[config.mk]
export PLATFORM = sky130hd
export DESIGN_NAME = stream_discovery_dedup_fifo_flat
export DESIGN_NICKNAME = d
export VERILOG_FILES = /design/src/rtl/core/sdd_pkg.sv /design/src/rtl/core/sdd_if.sv /design/src/rtl/core/sdd_ram.sv /design/src/rtl/core/stream_discovery_dedup_fifo.sv /design/src/flat_wrapper.sv
export SDC_FILE = /design/constraint.sdc
export NUM_CORES = 2
export LEC_CHECK = 0
export BUFFER_PORTS_ARGS = -buffer_cell sky130_fd_sc_hd__buf_2
export CAP_MARGIN = 20
export CORE_ASPECT_RATIO = 0.9
export CORE_MARGIN = 4
export CORE_UTILIZATION = 40
export CTS_CLUSTER_SIZE = 10
export DETAILED_ROUTE_END_ITERATION = 10
export GPL_ROUTABILITY_DRIVEN = 0
export PLACE_DENSITY = 0.64
export SKIP_CTS_REPAIR_TIMING = 1
export SLEW_MARGIN = 20
export SYNTH_ARGS = -nofsm -noshare
export SYNTH_HDL_FRONTEND = slang
export SYNTH_SLANG_ARGS = --single-unit
[constraint.sdc]
create_clock -name clk -period 11.3 [get_ports clk]
set_input_delay 1.695 -clock clk [delete_from_list [all_inputs] [get_ports clk]]
set_output_delay 1.695 -clock clk [all_outputs]
set_load 0.02 [all_outputs]
[src/rtl/core/sdd_pkg.sv]
package sdd_pkg;

	// default ring size
	localparam int unsigned HISTORY_DEPTH = 16;

	// own talker id registers held in the block, and how many may filter
	localparam int unsigned OWN_REGS    = 4;
	localparam int unsigned OWN_SOURCES = 4;

	// field widths
	localparam int unsigned ID_W    = 64;
	localparam int unsigned WORD_W  = 32;
	localparam int unsigned VLAN_W  = 12;
	localparam int unsigned MAC_W   = 48;
	localparam int unsigned OFF_W   = 16;
	localparam int unsigned CNT_W   = 3;
	localparam int unsigned CFG_IDX_W = 3;
	localparam int unsigned CFG_DATA_W = 64;

	// configuration register indexes
	localparam logic [CFG_IDX_W-1:0] CFG_OWN_ID_A  = 3'd0;
	localparam logic [CFG_IDX_W-1:0] CFG_OWN_ID_B  = 3'd1;
	localparam logic [CFG_IDX_W-1:0] CFG_OWN_ID_C  = 3'd2;
	localparam logic [CFG_IDX_W-1:0] CFG_OWN_ID_D  = 3'd3;
	localparam logic [CFG_IDX_W-1:0] CFG_OWN_COUNT = 3'd4;

	// request opcodes
	localparam logic FUNC_ADD  = 1'b0;
	localparam logic FUNC_POLL = 1'b1;

	typedef struct packed {
		logic [ID_W-1:0]   id;
		logic [VLAN_W-1:0] vlan;
		logic [MAC_W-1:0]  mac;
	} entry_t;

	typedef enum logic [2:0] {
		ST_IDLE,
		ST_OWN,
		ST_SCAN,
		ST_SCAN_LAST,
		ST_WRITE,
		ST_POLL_RD,
		ST_POLL_DATA
	} state_t;

endpackage

[src/rtl/core/sdd_if.sv]
interface sdd_req_if;
	logic                           valid;
	logic                           ready;
	logic                           func;
	logic [sdd_pkg::WORD_W-1:0]     stream_id_high;
	logic [sdd_pkg::WORD_W-1:0]     stream_id_low;
	logic [sdd_pkg::VLAN_W-1:0]     vlan_in;
	logic [sdd_pkg::MAC_W-1:0]      mac_in;
	logic                           mac_present;
	logic signed [sdd_pkg::OFF_W-1:0] mac_offset;

	modport source (
		output valid, func, stream_id_high, stream_id_low, vlan_in, mac_in,
			mac_present, mac_offset,
		input  ready
	);
	modport sink (
		input  valid, func, stream_id_high, stream_id_low, vlan_in, mac_in,
			mac_present, mac_offset,
		output ready
	);
endinterface

interface sdd_rsp_if;
	logic                       valid;
	logic                       ready;
	logic                       available;
	logic [sdd_pkg::WORD_W-1:0] out_id_high;
	logic [sdd_pkg::WORD_W-1:0] out_id_low;
	logic [sdd_pkg::VLAN_W-1:0] vlan_out;
	logic [sdd_pkg::MAC_W-1:0]  mac_out;

	modport source (
		output valid, available, out_id_high, out_id_low, vlan_out, mac_out,
		input  ready
	);
	modport sink (
		input  valid, available, out_id_high, out_id_low, vlan_out, mac_out,
		output ready
	);
endinterface

[src/rtl/core/sdd_ram.sv]
module sdd_ram #(
	parameter int unsigned WIDTH = 8,
	parameter int unsigned DEPTH = 16
) (
	input  logic                     clk,
	input  logic                     wr_en,
	input  logic [$clog2(DEPTH)-1:0] wr_addr,
	input  logic [WIDTH-1:0]         wr_data,
	input  logic                     rd_en,
	input  logic [$clog2(DEPTH)-1:0] rd_addr,
	output logic [WIDTH-1:0]         rd_data
);

	logic [WIDTH-1:0] mem [DEPTH];

	always_ff @(posedge clk) begin
		if (wr_en) begin
			mem[wr_addr] <= wr_data;
		end
		if (rd_en) begin
			rd_data <= mem[rd_addr];
		end
	end

endmodule

[src/rtl/core/stream_discovery_dedup_fifo.sv]
// stream discovery history with duplicate suppression
//
// req channel (valid/ready): func = add carries a detected stream (id, vlan,
// address, offset); func = poll asks for the oldest stream not yet taken.
// rsp channel (valid/ready): one beat per poll, none per add; available = 0
// with an all-zero payload when the history holds nothing.
// cfg port: write enable, index and data; registers 0..3 are own talker ids,
// register 4 the number of them used for filtering. write only while idle.
//
// an add walks the own ids in use one per cycle on a single 64-bit comparator,
// then scans every history slot through the ram's registered read port, one
// slot per cycle, on the same comparator, and ends early when it finds a
// duplicate or an own id. a poll reads the oldest slot in ST_POLL_RD and loads
// the output register in ST_POLL_DATA; an empty history skips the read.
// req is ready only in idle.
// reset clears the pointers, the per-slot valid bits (an unwritten slot reads
// as id zero) and the config registers; no clearing pass is needed.
// a stalled rsp holds its beat; a poll waiting behind it holds in the
// sequencer until the output register frees up.
module stream_discovery_dedup_fifo #(
	parameter int unsigned HISTORY_DEPTH = sdd_pkg::HISTORY_DEPTH
) (
	input  logic                            clk,
	input  logic                            arst_n,
	input  logic                            cfg_we,
	input  logic [sdd_pkg::CFG_IDX_W-1:0]   cfg_index,
	input  logic [sdd_pkg::CFG_DATA_W-1:0]  cfg_data,
	sdd_req_if.sink                         req,
	sdd_rsp_if.source                       rsp
);

	localparam int unsigned AW = $clog2(HISTORY_DEPTH);
	localparam logic [AW-1:0] LAST_SLOT = AW'(HISTORY_DEPTH - 1);
	localparam logic [sdd_pkg::CNT_W-1:0] OWN_MAX = sdd_pkg::CNT_W'(sdd_pkg::OWN_SOURCES);

	sdd_pkg::state_t state_q, state_d;

	// config
	logic [sdd_pkg::ID_W-1:0]  own_id_q [sdd_pkg::OWN_REGS];
	logic [sdd_pkg::CNT_W-1:0] own_cnt_q;

	// ring control
	logic [AW-1:0]            rd_slot_q, wr_slot_q;
	logic [HISTORY_DEPTH-1:0] valid_q;

	// sequencer
	logic [sdd_pkg::CNT_W-1:0] own_idx_q;
	logic [AW-1:0]             scan_q;
	logic                      pend_q, pend_vld_q;

	// latched request
	logic [sdd_pkg::ID_W-1:0]   id_q;
	logic [sdd_pkg::VLAN_W-1:0] vlan_q;
	logic [sdd_pkg::MAC_W-1:0]  mac_q;
	logic                       empty_q;

	// output register
	logic                        out_valid_q;
	logic                        out_avail_q;
	sdd_pkg::entry_t             out_entry_q;

	// ram
	logic            ram_wr_en, ram_rd_en;
	logic [AW-1:0]   ram_rd_addr;
	sdd_pkg::entry_t ram_wr_data, ram_rd_data;

	// control
	logic                      req_fire, out_free, out_load;
	logic [sdd_pkg::CNT_W-1:0] own_limit;
	logic                      own_done;
	logic [sdd_pkg::ID_W-1:0]  cmp_b;
	logic                      hit;
	logic [AW-1:0]             wr_next, rd_next;
	logic [sdd_pkg::MAC_W-1:0] mac_sum;

	sdd_ram #(
		.WIDTH ($bits(sdd_pkg::entry_t)),
		.DEPTH (HISTORY_DEPTH)
	) u_hist (
		.clk     (clk),
		.wr_en   (ram_wr_en),
		.wr_addr (wr_slot_q),
		.wr_data (ram_wr_data),
		.rd_en   (ram_rd_en),
		.rd_addr (ram_rd_addr),
		.rd_data (ram_rd_data)
	);

	assign req_fire  = req.valid && req.ready;
	assign out_free  = !out_valid_q || rsp.ready;
	assign own_limit = (own_cnt_q > OWN_MAX) ? OWN_MAX : own_cnt_q;
	assign own_done  = (own_idx_q >= own_limit);
	assign wr_next   = (wr_slot_q == LAST_SLOT) ? '0 : wr_slot_q + AW'(1);
	assign rd_next   = (rd_slot_q == LAST_SLOT) ? '0 : rd_slot_q + AW'(1);

	// sign-extended offset, wraps modulo 2^48
	assign mac_sum = req.mac_in
		+ {{(sdd_pkg::MAC_W - sdd_pkg::OFF_W){req.mac_offset[sdd_pkg::OFF_W-1]}},
		req.mac_offset};

	// shared comparator: own ids first, then the history scan
	// a slot never written reads as id zero
	always_comb begin
		if (state_q == sdd_pkg::ST_OWN) begin
			cmp_b = own_id_q[own_idx_q[1:0]];
		end else if (pend_vld_q) begin
			cmp_b = ram_rd_data.id;
		end else begin
			cmp_b = '0;
		end
	end
	assign hit = (id_q == cmp_b);

	assign ram_wr_data.id   = id_q;
	assign ram_wr_data.vlan = vlan_q;
	assign ram_wr_data.mac  = mac_q;

	// next state
	always_comb begin
		state_d = state_q;
		case (state_q)
			sdd_pkg::ST_IDLE: begin
				if (req_fire) begin
					if (req.func == sdd_pkg::FUNC_POLL) begin
						state_d = (rd_slot_q == wr_slot_q) ? sdd_pkg::ST_POLL_DATA
							: sdd_pkg::ST_POLL_RD;
					end else begin
						state_d = sdd_pkg::ST_OWN;
					end
				end
			end
			sdd_pkg::ST_OWN: begin
				if (own_done) begin
					state_d = sdd_pkg::ST_SCAN;
				end else if (hit) begin
					state_d = sdd_pkg::ST_IDLE;
				end
			end
			sdd_pkg::ST_SCAN: begin
				if (pend_q && hit) begin
					state_d = sdd_pkg::ST_IDLE;
				end else if (scan_q == LAST_SLOT) begin
					state_d = sdd_pkg::ST_SCAN_LAST;
				end
			end
			sdd_pkg::ST_SCAN_LAST: begin
				state_d = hit ? sdd_pkg::ST_IDLE : sdd_pkg::ST_WRITE;
			end
			sdd_pkg::ST_WRITE: begin
				state_d = sdd_pkg::ST_IDLE;
			end
			sdd_pkg::ST_POLL_RD: begin
				state_d = sdd_pkg::ST_POLL_DATA;
			end
			sdd_pkg::ST_POLL_DATA: begin
				if (out_free) begin
					state_d = sdd_pkg::ST_IDLE;
				end
			end
			default: begin
				state_d = sdd_pkg::ST_IDLE;
			end
		endcase
	end

	// sequencer outputs
	always_comb begin
		req.ready   = 1'b0;
		ram_rd_en   = 1'b0;
		ram_rd_addr = rd_slot_q;
		ram_wr_en   = 1'b0;
		out_load    = 1'b0;
		case (state_q)
			sdd_pkg::ST_IDLE: begin
				req.ready = 1'b1;
			end
			sdd_pkg::ST_SCAN: begin
				ram_rd_en   = 1'b1;
				ram_rd_addr = scan_q;
			end
			sdd_pkg::ST_WRITE: begin
				ram_wr_en = 1'b1;
			end
			sdd_pkg::ST_POLL_RD: begin
				ram_rd_en = 1'b1;
			end
			sdd_pkg::ST_POLL_DATA: begin
				out_load = out_free;
			end
			default: begin
				req.ready = 1'b0;
			end
		endcase
	end

	// control state
	always_ff @(posedge clk or negedge arst_n) begin
		if (!arst_n) begin
			state_q     <= sdd_pkg::ST_IDLE;
			own_id_q    <= '{default: '0};
			own_cnt_q   <= '0;
			rd_slot_q   <= '0;
			wr_slot_q   <= '0;
			valid_q     <= '0;
			own_idx_q   <= '0;
			scan_q      <= '0;
			pend_q      <= 1'b0;
			pend_vld_q  <= 1'b0;
			out_valid_q <= 1'b0;
		end else begin
			state_q <= state_d;

			if (cfg_we) begin
				case (cfg_index)
					sdd_pkg::CFG_OWN_ID_A:  own_id_q[0] <= cfg_data;
					sdd_pkg::CFG_OWN_ID_B:  own_id_q[1] <= cfg_data;
					sdd_pkg::CFG_OWN_ID_C:  own_id_q[2] <= cfg_data;
					sdd_pkg::CFG_OWN_ID_D:  own_id_q[3] <= cfg_data;
					sdd_pkg::CFG_OWN_COUNT: own_cnt_q <= cfg_data[sdd_pkg::CNT_W-1:0];
					default: ;
				endcase
			end

			if (state_q == sdd_pkg::ST_IDLE) begin
				own_idx_q <= '0;
			end else if (state_q == sdd_pkg::ST_OWN) begin
				own_idx_q <= own_idx_q + sdd_pkg::CNT_W'(1);
			end

			// scan issues one read a cycle, compares the previous one
			if (state_q == sdd_pkg::ST_SCAN) begin
				scan_q     <= scan_q + AW'(1);
				pend_q     <= 1'b1;
				pend_vld_q <= valid_q[scan_q];
			end else begin
				scan_q     <= '0;
				pend_q     <= 1'b0;
				if (state_q != sdd_pkg::ST_SCAN_LAST) begin
					pend_vld_q <= 1'b0;
				end
			end

			if (ram_wr_en) begin
				valid_q[wr_slot_q] <= 1'b1;
				wr_slot_q          <= wr_next;
				// ring full: drop the oldest
				if (wr_next == rd_slot_q) begin
					rd_slot_q <= rd_next;
				end
			end

			if (out_load && !empty_q) begin
				rd_slot_q <= rd_next;
			end

			if (out_load) begin
				out_valid_q <= 1'b1;
			end else if (rsp.ready) begin
				out_valid_q <= 1'b0;
			end
		end
	end

	// payload
	always_ff @(posedge clk) begin
		if (req_fire) begin
			id_q    <= {req.stream_id_high, req.stream_id_low};
			vlan_q  <= req.vlan_in;
			mac_q   <= req.mac_present ? mac_sum : '0;
			empty_q <= (rd_slot_q == wr_slot_q);
		end
		if (out_load) begin
			out_avail_q <= !empty_q;
			out_entry_q <= empty_q ? '0 : ram_rd_data;
		end
	end

	assign rsp.valid       = out_valid_q;
	assign rsp.available   = out_avail_q;
	assign rsp.out_id_high = out_entry_q.id[sdd_pkg::ID_W-1:sdd_pkg::WORD_W];
	assign rsp.out_id_low  = out_entry_q.id[sdd_pkg::WORD_W-1:0];
	assign rsp.vlan_out    = out_entry_q.vlan;
	assign rsp.mac_out     = out_entry_q.mac;

`ifndef SYNTHESIS
	// a rsp beat only ever starts from a finished poll
	a_rsp_from_poll: assert property (@(posedge clk) disable iff (!arst_n)
		$rose(out_valid_q) |-> $past(state_q == sdd_pkg::ST_POLL_DATA))
		else $error("rsp beat without a poll");

	// an empty poll carries an all-zero payload
	a_empty_zero: assert property (@(posedge clk) disable iff (!arst_n)
		(rsp.valid && !rsp.available) |-> (rsp.out_id_high == '0 && rsp.out_id_low == '0
			&& rsp.vlan_out == '0 && rsp.mac_out == '0))
		else $error("empty poll with nonzero payload");

	// the write pointer moves only on a history write
	a_wr_only_on_write: assert property (@(posedge clk) disable iff (!arst_n)
		(wr_slot_q != $past(wr_slot_q)) |-> $past(state_q == sdd_pkg::ST_WRITE))
		else $error("write pointer moved outside a write");

	// after a write the ring is never seen as empty
	a_not_empty_after_write: assert property (@(posedge clk) disable iff (!arst_n)
		(state_q == sdd_pkg::ST_WRITE) |=> (rd_slot_q != wr_slot_q))
		else $error("ring empty right after a write");
`endif

endmodule

[src/flat_wrapper.sv]
// flat-port wrapper written by rule: the top's interface ports become plain ports
module stream_discovery_dedup_fifo_flat 
#(
	parameter int unsigned HISTORY_DEPTH = sdd_pkg::HISTORY_DEPTH
)
  (clk, arst_n, cfg_we, cfg_index, cfg_data, req_valid, req_func, req_stream_id_high, req_stream_id_low, req_vlan_in, req_mac_in, req_mac_present, req_mac_offset, req_ready, rsp_valid, rsp_available, rsp_out_id_high, rsp_out_id_low, rsp_vlan_out, rsp_mac_out, rsp_ready);
  sdd_req_if req_i ();
  sdd_rsp_if rsp_i ();
  input  logic clk;
  input  logic arst_n;
  input  logic cfg_we;
  input  logic [sdd_pkg::CFG_IDX_W-1:0] cfg_index;
  input  logic [sdd_pkg::CFG_DATA_W-1:0] cfg_data;
  input wire logic [$bits(req_i.valid)-1:0] req_valid;
  input wire logic [$bits(req_i.func)-1:0] req_func;
  input wire logic [$bits(req_i.stream_id_high)-1:0] req_stream_id_high;
  input wire logic [$bits(req_i.stream_id_low)-1:0] req_stream_id_low;
  input wire logic [$bits(req_i.vlan_in)-1:0] req_vlan_in;
  input wire logic [$bits(req_i.mac_in)-1:0] req_mac_in;
  input wire logic [$bits(req_i.mac_present)-1:0] req_mac_present;
  input wire logic [$bits(req_i.mac_offset)-1:0] req_mac_offset;
  output wire logic [$bits(req_i.ready)-1:0] req_ready;
  output wire logic [$bits(rsp_i.valid)-1:0] rsp_valid;
  output wire logic [$bits(rsp_i.available)-1:0] rsp_available;
  output wire logic [$bits(rsp_i.out_id_high)-1:0] rsp_out_id_high;
  output wire logic [$bits(rsp_i.out_id_low)-1:0] rsp_out_id_low;
  output wire logic [$bits(rsp_i.vlan_out)-1:0] rsp_vlan_out;
  output wire logic [$bits(rsp_i.mac_out)-1:0] rsp_mac_out;
  input wire logic [$bits(rsp_i.ready)-1:0] rsp_ready;
  assign req_i.valid = req_valid;
  assign req_i.func = req_func;
  assign req_i.stream_id_high = req_stream_id_high;
  assign req_i.stream_id_low = req_stream_id_low;
  assign req_i.vlan_in = req_vlan_in;
  assign req_i.mac_in = req_mac_in;
  assign req_i.mac_present = req_mac_present;
  assign req_i.mac_offset = req_mac_offset;
  assign req_ready = req_i.ready;
  assign rsp_valid = rsp_i.valid;
  assign rsp_available = rsp_i.available;
  assign rsp_out_id_high = rsp_i.out_id_high;
  assign rsp_out_id_low = rsp_i.out_id_low;
  assign rsp_vlan_out = rsp_i.vlan_out;
  assign rsp_mac_out = rsp_i.mac_out;
  assign rsp_i.ready = rsp_ready;
  stream_discovery_dedup_fifo #(.HISTORY_DEPTH(HISTORY_DEPTH)) u_core (.clk(clk), .arst_n(arst_n), .cfg_we(cfg_we), .cfg_index(cfg_index), .cfg_data(cfg_data), .req(req_i), .rsp(rsp_i));
endmodule
### Word-level counts from Yosys, hierarchy flattened

Memories as Yosys holds them, arrays and structs flattened. A register that Yosys moved wholly into a read port is not among the register bits.
Index checks and enable logic that the tools add are counted.

* register bits after elaboration: 546
* RAM bits: 1984
* bits of input ports: 214
* word-level logic and storage cells: 119
* memories kept: 1

* add/sub/neg operators: 5
* magnitude comparators: 6
* equality and inequality tests: 21
* mux-type cells: 40
* bitwise operators: 2
* reductions and logical operators: 22

Memories
* u_core.u_hist.mem: words 16, width 124, rd ports 1, clocked after memory_dff 1, write ports 1, line sdd_ram.sv:14 `logic [WIDTH-1:0] mem [DEPTH];`

Operators with widths (number)
* two-way mux 64 bit: 4
* binary-select mux 64 bit (select 2 bit): 1
* equality test 64 bit: 1
* adder 48 bit: 1
* two-way mux 3 bit: 11
* two-way mux 4 bit: 7
* case mux 3 bit (6 select lines): 1
* bitwise OR 16 bit: 1
* two-way mux 1 bit: 13
* adder 4 x 1 -> 4 bit, second input constant: 3
* equality test 3 x 2 -> 1 bit, second input constant: 4
* equality test 3 bit, second input constant: 4
* equality test 4 bit, second input constant: 3
* AND reduction 2 bit: 6
* less-than comparator 4 x 5 -> 1 bit, second input constant: 2
* nonzero test 2 bit: 5
* equality test 4 bit: 2
* equality test 3 x 1 -> 1 bit, second input constant: 2
* zero test 3 bit: 2
* != test 3 x 1 -> 1 bit, second input constant: 2
* binary-select mux 1 bit (select 4 bit): 1
* demux 1 bit (select 4 bit): 1
* greater-or-equal comparator 4 x 1 -> 1 bit, second input constant: 1
* logical AND 1 bit: 4
* other kinds (12): 14

### Logic depth before layout (Yosys ltp)

* depth in word-level cells: 9
* gate-level depth with buffers: 13
* depth with buffers taken out: 11

### Cells and area by module

Synthesis repeated with hierarchy kept, for this count alone.

* cells, all modules: 5138
* area, all modules: 103553.1 um2

By module, submodules not included
* sdd_ram: times used 1, cells each 3168, area an instance 77748.3 um2
* stream_discovery_dedup_fifo: times used 1, cells each 1970, area an instance 25804.7 um2

### Worst setup path after synthesis

Ideal clock, no wire load.

* path type: register -> register
* from: reg u_core.state_q[2]
* to: reg u_core.valid_q[3]
* setup time: 118 ps
* arrival time: 10409 ps
* data required time: 11182 ps
* setup slack: 772 ps
* stages on the path, launching flop included: 7
* period minus slack after synthesis: 10528 ps
* cell sequence: dfrtp_1 > buf_2 > nand2b_1 > nor2_1 > nand2_1 > nor3_1 > or2_2

* cells in the longest elaborated chain, start to end: 2

RTL lines
* start: declaration: line stream_discovery_dedup_fifo.sv:36 `sdd_pkg::state_t state_q, state_d;`
* start signal: assignment: line stream_discovery_dedup_fifo.sv:199 `state_q <= sdd_pkg::ST_IDLE;`
* start signal: assignment: line stream_discovery_dedup_fifo.sv:211 `state_q <= state_d;`
* equality test 3 bit: line stream_discovery_dedup_fifo.sv:173 `case (state_q)`
* two-way mux 1 bit: line stream_discovery_dedup_fifo.sv:173
* end signal: assignment: line stream_discovery_dedup_fifo.sv:204 `valid_q <= '0;`
* end signal: indexed assignment: line stream_discovery_dedup_fifo.sv:244 `valid_q[wr_slot_q] <= 1'b1;`
* end: declaration: line stream_discovery_dedup_fifo.sv:44 `logic [HISTORY_DEPTH-1:0] valid_q;`

Every way passes these cells.
A chain may end at the register's enable or synchronous reset.

### Worst setup path in the final report

* from: reg u_core.state_q[0]
* to: reg u_core.u_hist.rd_data[45] (read register of u_core.u_hist.mem) (data pin)

* cells in the longest elaborated chain, start to end: 3
* elaborated cells between the ends (all ways): 5
* classes of those cells: eq/ne (2); mux (2); reduce/logical (1)

RTL lines
* equality test 3 bit or equality test 3 x 2 -> 1 bit (tied branches): line stream_discovery_dedup_fifo.sv:173
* OR reduction 2 bit (no line)
* two-way mux 1 bit: line stream_discovery_dedup_fifo.sv:173
* end: declaration: line sdd_ram.sv:11 `output logic [WIDTH-1:0] rd_data`

Several ways; a longest one is shown, not always the timed one.

==> impl_metrics.prom <==
# TYPE chip_impl_metric gauge
chip_impl_metric{name="asyncSetResetFlopFracSynth",unit="%"} 11.15
chip_impl_metric{name="synth-seq-cells",unit=""} 2654
chip_impl_info{name="clk_root_buffer_cell",value="sky130_fd_sc_hd__clkbuf_16"} 1
chip_impl_metric{name="antenna_violations_before_repair",unit=""} 45
chip_impl_metric{name="p_sw_share",unit="%"} 34.30
chip_impl_metric{name="num_io_pins",unit=""} 341
chip_impl_metric{name="worst_pin_slew",unit="ns"} 1.175
chip_impl_metric{name="share_clk_of_total_power",unit="%"} 28.4
chip_impl_metric{name="synth_edf_count",unit=""} 2358
chip_impl_info{name="cp_cell_sequence",value="inv_1 -> nand3_1 -> inv_1 -> nand2_1 -> nand2_4 -> buf_4 -> buf_12 -> a311oi_1 -> a311oi_1 -> a21oi_1"} 1
chip_impl_metric{name="grt_max_degree",unit=""} 190
chip_impl_metric{name="clkSinkCount",unit=""} 2654
chip_impl_metric{name="setup_violations",unit=""} 0
chip_impl_metric{name="max-clock-path-buffers",unit=""} 4
chip_impl_info{name="rr_startpoint",value="u_core.state_q[0]"} 1
chip_impl_metric{name="die_area",unit="um^2"} 275500
chip_impl_metric{name="finalMaxSlewViolations",unit=""} 0
chip_impl_metric{name="critical_path_required",unit="ns"} 11.90
chip_impl_metric{name="leakage",unit="nW"} 42.26
chip_impl_metric{name="cts_made_buffers",unit=""} 318
chip_impl_info{name="hp-start",value="u_core.valid_q[2]"} 1
chip_impl_metric{name="initial_cell_density_of_the_core",unit="%"} 40.30
chip_impl_metric{name="power-per-cell-area",unit="nW/um^2"} 255.8
chip_impl_metric{name="nets",unit=""} 8384
chip_impl_metric{name="timing.final.crit_share",unit="%"} 45.88
chip_impl_metric{name="first_global_vias",unit=""} 63860
chip_impl_metric{name="syn_area",unit="um^2"} 106900
chip_impl_metric{name="rows",unit=""} 179
chip_impl_metric{name="comb_power_share",unit="%"} 28.3
chip_impl_metric{name="syn_avg_cell_area",unit="um^2"} 13.63
chip_impl_info{name="synth_flop_cell",value="sky130_fd_sc_hd__edfxtp_1"} 1
chip_impl_metric{name="timing.final.hold_violations",unit=""} 0
chip_impl_metric{name="achievable-frequency",unit="MHz"} 192.9
chip_impl_metric{name="globalRouteOverflowTotal",unit=""} 0
chip_impl_metric{name="cts.htree.levels",unit=""} 5
chip_impl_metric{name="count_of_cells_along_the_worst_register_to_register_path",unit=""} 10
chip_impl_metric{name="finClkSkew",unit="ns"} 0.04820
chip_impl_metric{name="wire_length_per_cell",unit="um"} 25.27
chip_impl_info{name="final_common_cell",value="sky130_fd_sc_hd__edfxtp_1"} 1
chip_impl_metric{name="wl",unit="mm"} 296.7
chip_impl_metric{name="seq_area_frac_synth",unit="%"} 73.18
chip_impl_info{name="hold_path_class",value="reg2reg"} 1
chip_impl_info{name="timing.critical_path.to_type",value="register"} 1
chip_impl_metric{name="worst_hold_slack",unit="ns"} 0.4617
chip_impl_info{name="slowest_stage",value="sky130_fd_sc_hd__buf_4"} 1
chip_impl_metric{name="min_clock_period_post_route",unit="ns"} 5.184
chip_impl_metric{name="crit_arrival",unit="ns"} 5.79
chip_impl_info{name="status",value="finished clean"} 1
chip_impl_info{name="final_cell_mix",value="sky130_fd_sc_hd__edfxtp_1, sky130_fd_sc_hd__nand2_1, sky130_fd_sc_hd__nand3_1"} 1
chip_impl_metric{name="grt_pass1_wl",unit="mm"} 431.4
chip_impl_metric{name="detailedRoute.firstPassIterationCount",unit=""} 6
chip_impl_metric{name="groute.usage.overall",unit="%"} 20.75
chip_impl_metric{name="layout-drive-gt1-share",unit="%"} 13.78
chip_impl_info{name="worstReg2RegEnd",value="u_core.u_hist.rd_data[45]"} 1
chip_impl_metric{name="yosys_warnings",unit=""} 0
chip_impl_metric{name="placeableCoreArea",unit="um^2"} 265200
chip_impl_metric{name="setup_tns",unit="ns"} 0
chip_impl_metric{name="sequentialPowerShare",unit="%"} 43.3
chip_impl_metric{name="timing.max_cap.violations",unit=""} 0
chip_impl_info{name="cp-start-kind",value="register"} 1
chip_impl_metric{name="regToRegSetupSlack",unit="ns"} 6.12
chip_impl_metric{name="area_growth",unit="%"} 13.13
chip_impl_metric{name="pre_cts_slack",unit="ns"} 5.995
chip_impl_metric{name="synth_cells",unit=""} 7843
chip_impl_metric{name="worst_path_largest_cell_delay",unit="ns"} 0.72
chip_impl_metric{name="routed-via-count",unit=""} 66659
chip_impl_metric{name="die_y",unit="um"} 498.4
chip_impl_metric{name="holdPathStages",unit=""} 1
chip_impl_info{name="end_of_the_worst_hold_path",value="u_core.valid_q[2]"} 1
chip_impl_info{name="tritoncts",value="done"} 1
chip_impl_metric{name="post-dp-hpwl",unit="mm"} 161.9
chip_impl_metric{name="synth_cell_types",unit=""} 71
chip_impl_metric{name="drt_iter0_drc",unit=""} 7328
chip_impl_metric{name="worst-path-max-fanout",unit=""} 171
chip_impl_metric{name="worst_slew_margin_rel",unit="%"} 21.70
chip_impl_metric{name="vdd_ir_drop_max",unit="V"} 0.0003553
chip_impl_info{name="kind_of_critical_path",value="reg2reg"} 1
chip_impl_metric{name="netsw",unit="mW"} 10.61
chip_impl_metric{name="viasPerCell",unit=""} 5.677
chip_impl_metric{name="die_width",unit="um"} 552.9
chip_impl_info{name="rsz0062_at_grt",value="no"} 1
chip_impl_metric{name="clk_pin_slew_worst_paths",unit="ns"} 0.05
chip_impl_metric{name="clkLatencyLatePin",unit="ns"} 0.93
chip_impl_metric{name="layout_setup_ws",unit="ns"} 6.116
chip_impl_metric{name="numPortBuffers",unit=""} 340
chip_impl_metric{name="internal_power",unit="mW"} 20.32
chip_impl_metric{name="drt_drc_violations_left",unit=""} 0
chip_impl_metric{name="synth_fp_nets",unit=""} 8115
chip_impl_metric{name="postRouteAntennaNets",unit=""} 0
-- metrics by stage --
step | power (mW) | std cells | utilization [%] | instance area [um^2]
6_report | 30.93 | 11742 | 45.60 | 120900
5_1_grt | 32.42 | 11730 | 45.59 | 120900
4_1_cts | 31.07 | 11727 | 45.58 | 120900
3_5_place_dp | 22.28 | 11321 | 42.36 | 112300
3_3_place_gp | 22.04 | 11321 | 42.36 | 112300
2_1_floorplan | 19.26 | 7843 | - | 106900
-- metal layers --
| layer | global-route usage (%) | up-vias | part of all wire (%) |
|---|---|---|---|
| met1 | 30.22 | 33621 | 43 |
| li1 | - | 29484 | - |
| met4 | 6.061 | 10 | 2.6 |
| met5 | 0 | - | 0.019 |
| met3 | 3.200 | 521 | 8.4 |
| met2 | 32.32 | 3023 | 46 |
-- cell usage after synthesis (all sizes together), types with 9 or more instances --
| master | instances | area [um^2] |
|---|---|---|
| ha | 57 | 713.2 |
| a211oi | 9 | 72.57 |
| and2 | 37 | 231.5 |
| o22ai | 65 | 406.6 |
| nor2 | 64 | 240.2 |
| mux2i | 136 | 1361 |
| dfrtp | 296 | 7407 |
| nand3 | 522 | 2613 |
| xnor2 | 92 | 805.8 |
| xor2 | 15 | 131.4 |
| a21o | 36 | 270.3 |
| mux2 | 260 | 2928 |
| nand2 | 2050 | 7695 |
| nand4 | 11 | 68.82 |
| a311oi | 374 | 3276 |
| a21oi | 242 | 1245 |
| and3 | 259 | 1620 |
| or2 | 20 | 125.1 |
| edfxtp | 2358 | 70810 |
| o21ai | 33 | 165.2 |
| nor4 | 18 | 127.6 |
| nand2b | 10 | 62.56 |
| clkbuf | 444 | 1667 |
| buf | 65 | 334.1 |
| inv | 21 | 78.83 |
| nor3 | 17 | 85.08 |
| a31oi | 131 | 825.8 |
| nor2b | 130 | 813.3 |
-- worst max-delay path: cells and delay by family (launching register included) --
kind / cells / cell delay [ns]
buffers and inverters: 4 / 1.94
flip-flops: 1 / 0.51
AND/OR/NAND/NOR: 3 / 1.36
AO/OA/AOI/OAI: 3 / 0.65
-- worst max-delay path by stage --
stage,start,endpoint,slack (ns),depth (start not counted)
5_1_grt,u_core.state_q[0],u_core.u_hist.rd_data[11],5.79,10
3_3_place_gp,req_mac_offset[15],u_core.mac_q[40],5.85,11
3_5_place_dp,req_mac_offset[15],u_core.mac_q[46],6.00,11
4_1_cts,u_core.state_q[0],u_core.u_hist.rd_data[111],6.20,10
6_report,u_core.state_q[0],u_core.u_hist.rd_data[45],6.12,10
2_1_floorplan,u_core.state_q[2],u_core.valid_q[3],0.77,6
-- layout make-up --
cell class | instances | area (um^2)
tap | 3529 | 4415
inverter | 21 | 78.83
timing repair buffer | 458 | 2780
sequential | 2654 | 78220
fill | 23230 | 144300
antenna | 15 | 37.54
clock inverter | 10 | 76.32
clock buffer | 396 | 8473
multi-input combinational | 4659 | 26830
-- state kept, by name (all words and copies together), names as in the netlist, 4 cells and up --
signal,count
u_core.mac_q,48
u_core.rsp.mac_out,48
u_core.rsp.vlan_out,12
u_core.id_q,64
u_core.scan_q,4
u_core.rsp.out_id_high,32
u_core.rsp.out_id_low,32
u_core.wr_slot_q,4
u_core.u_hist.mem,1984
u_core.valid_q,16
u_core.own_id_q,256
u_core.rd_slot_q,4
u_core.u_hist.rd_data,124
u_core.vlan_q,12
-- power by group through the flow --
stage / Sequential (mW) / Combinational (mW) / Clock (mW)
floorplan: 13.2 / 6.04 / 0
global placement: 13.5 / 8.54 / 0
detailed placement: 13.5 / 8.73 / 0
CTS: 13.4 / 8.76 / 8.94
global route: 13.5 / 9.61 / 9.34
finish: 13.4 / 8.75 / 8.79
-- cell families (layout without fill, tap and decap cells) --
| kind of cell | count (synthesis) | after routing | share of synthesized area, % |
|---|---|---|---|
| and+or+nand+nor | 3154 | 3154 | 12.92 |
| other | 0 | 15 | 0 |
| adders and majority gates | 58 | 58 | 0.6860 |
| DFF | 2654 | 2654 | 73.18 |
| buffers and inverters | 530 | 885 | 1.946 |
| xor gates and xnor gates | 107 | 107 | 0.8769 |
| muxes | 401 | 401 | 4.119 |
| AOI/OAI and AO/OA | 939 | 939 | 6.266 |
Note: power is estimated with default switching activity, not from simulation.
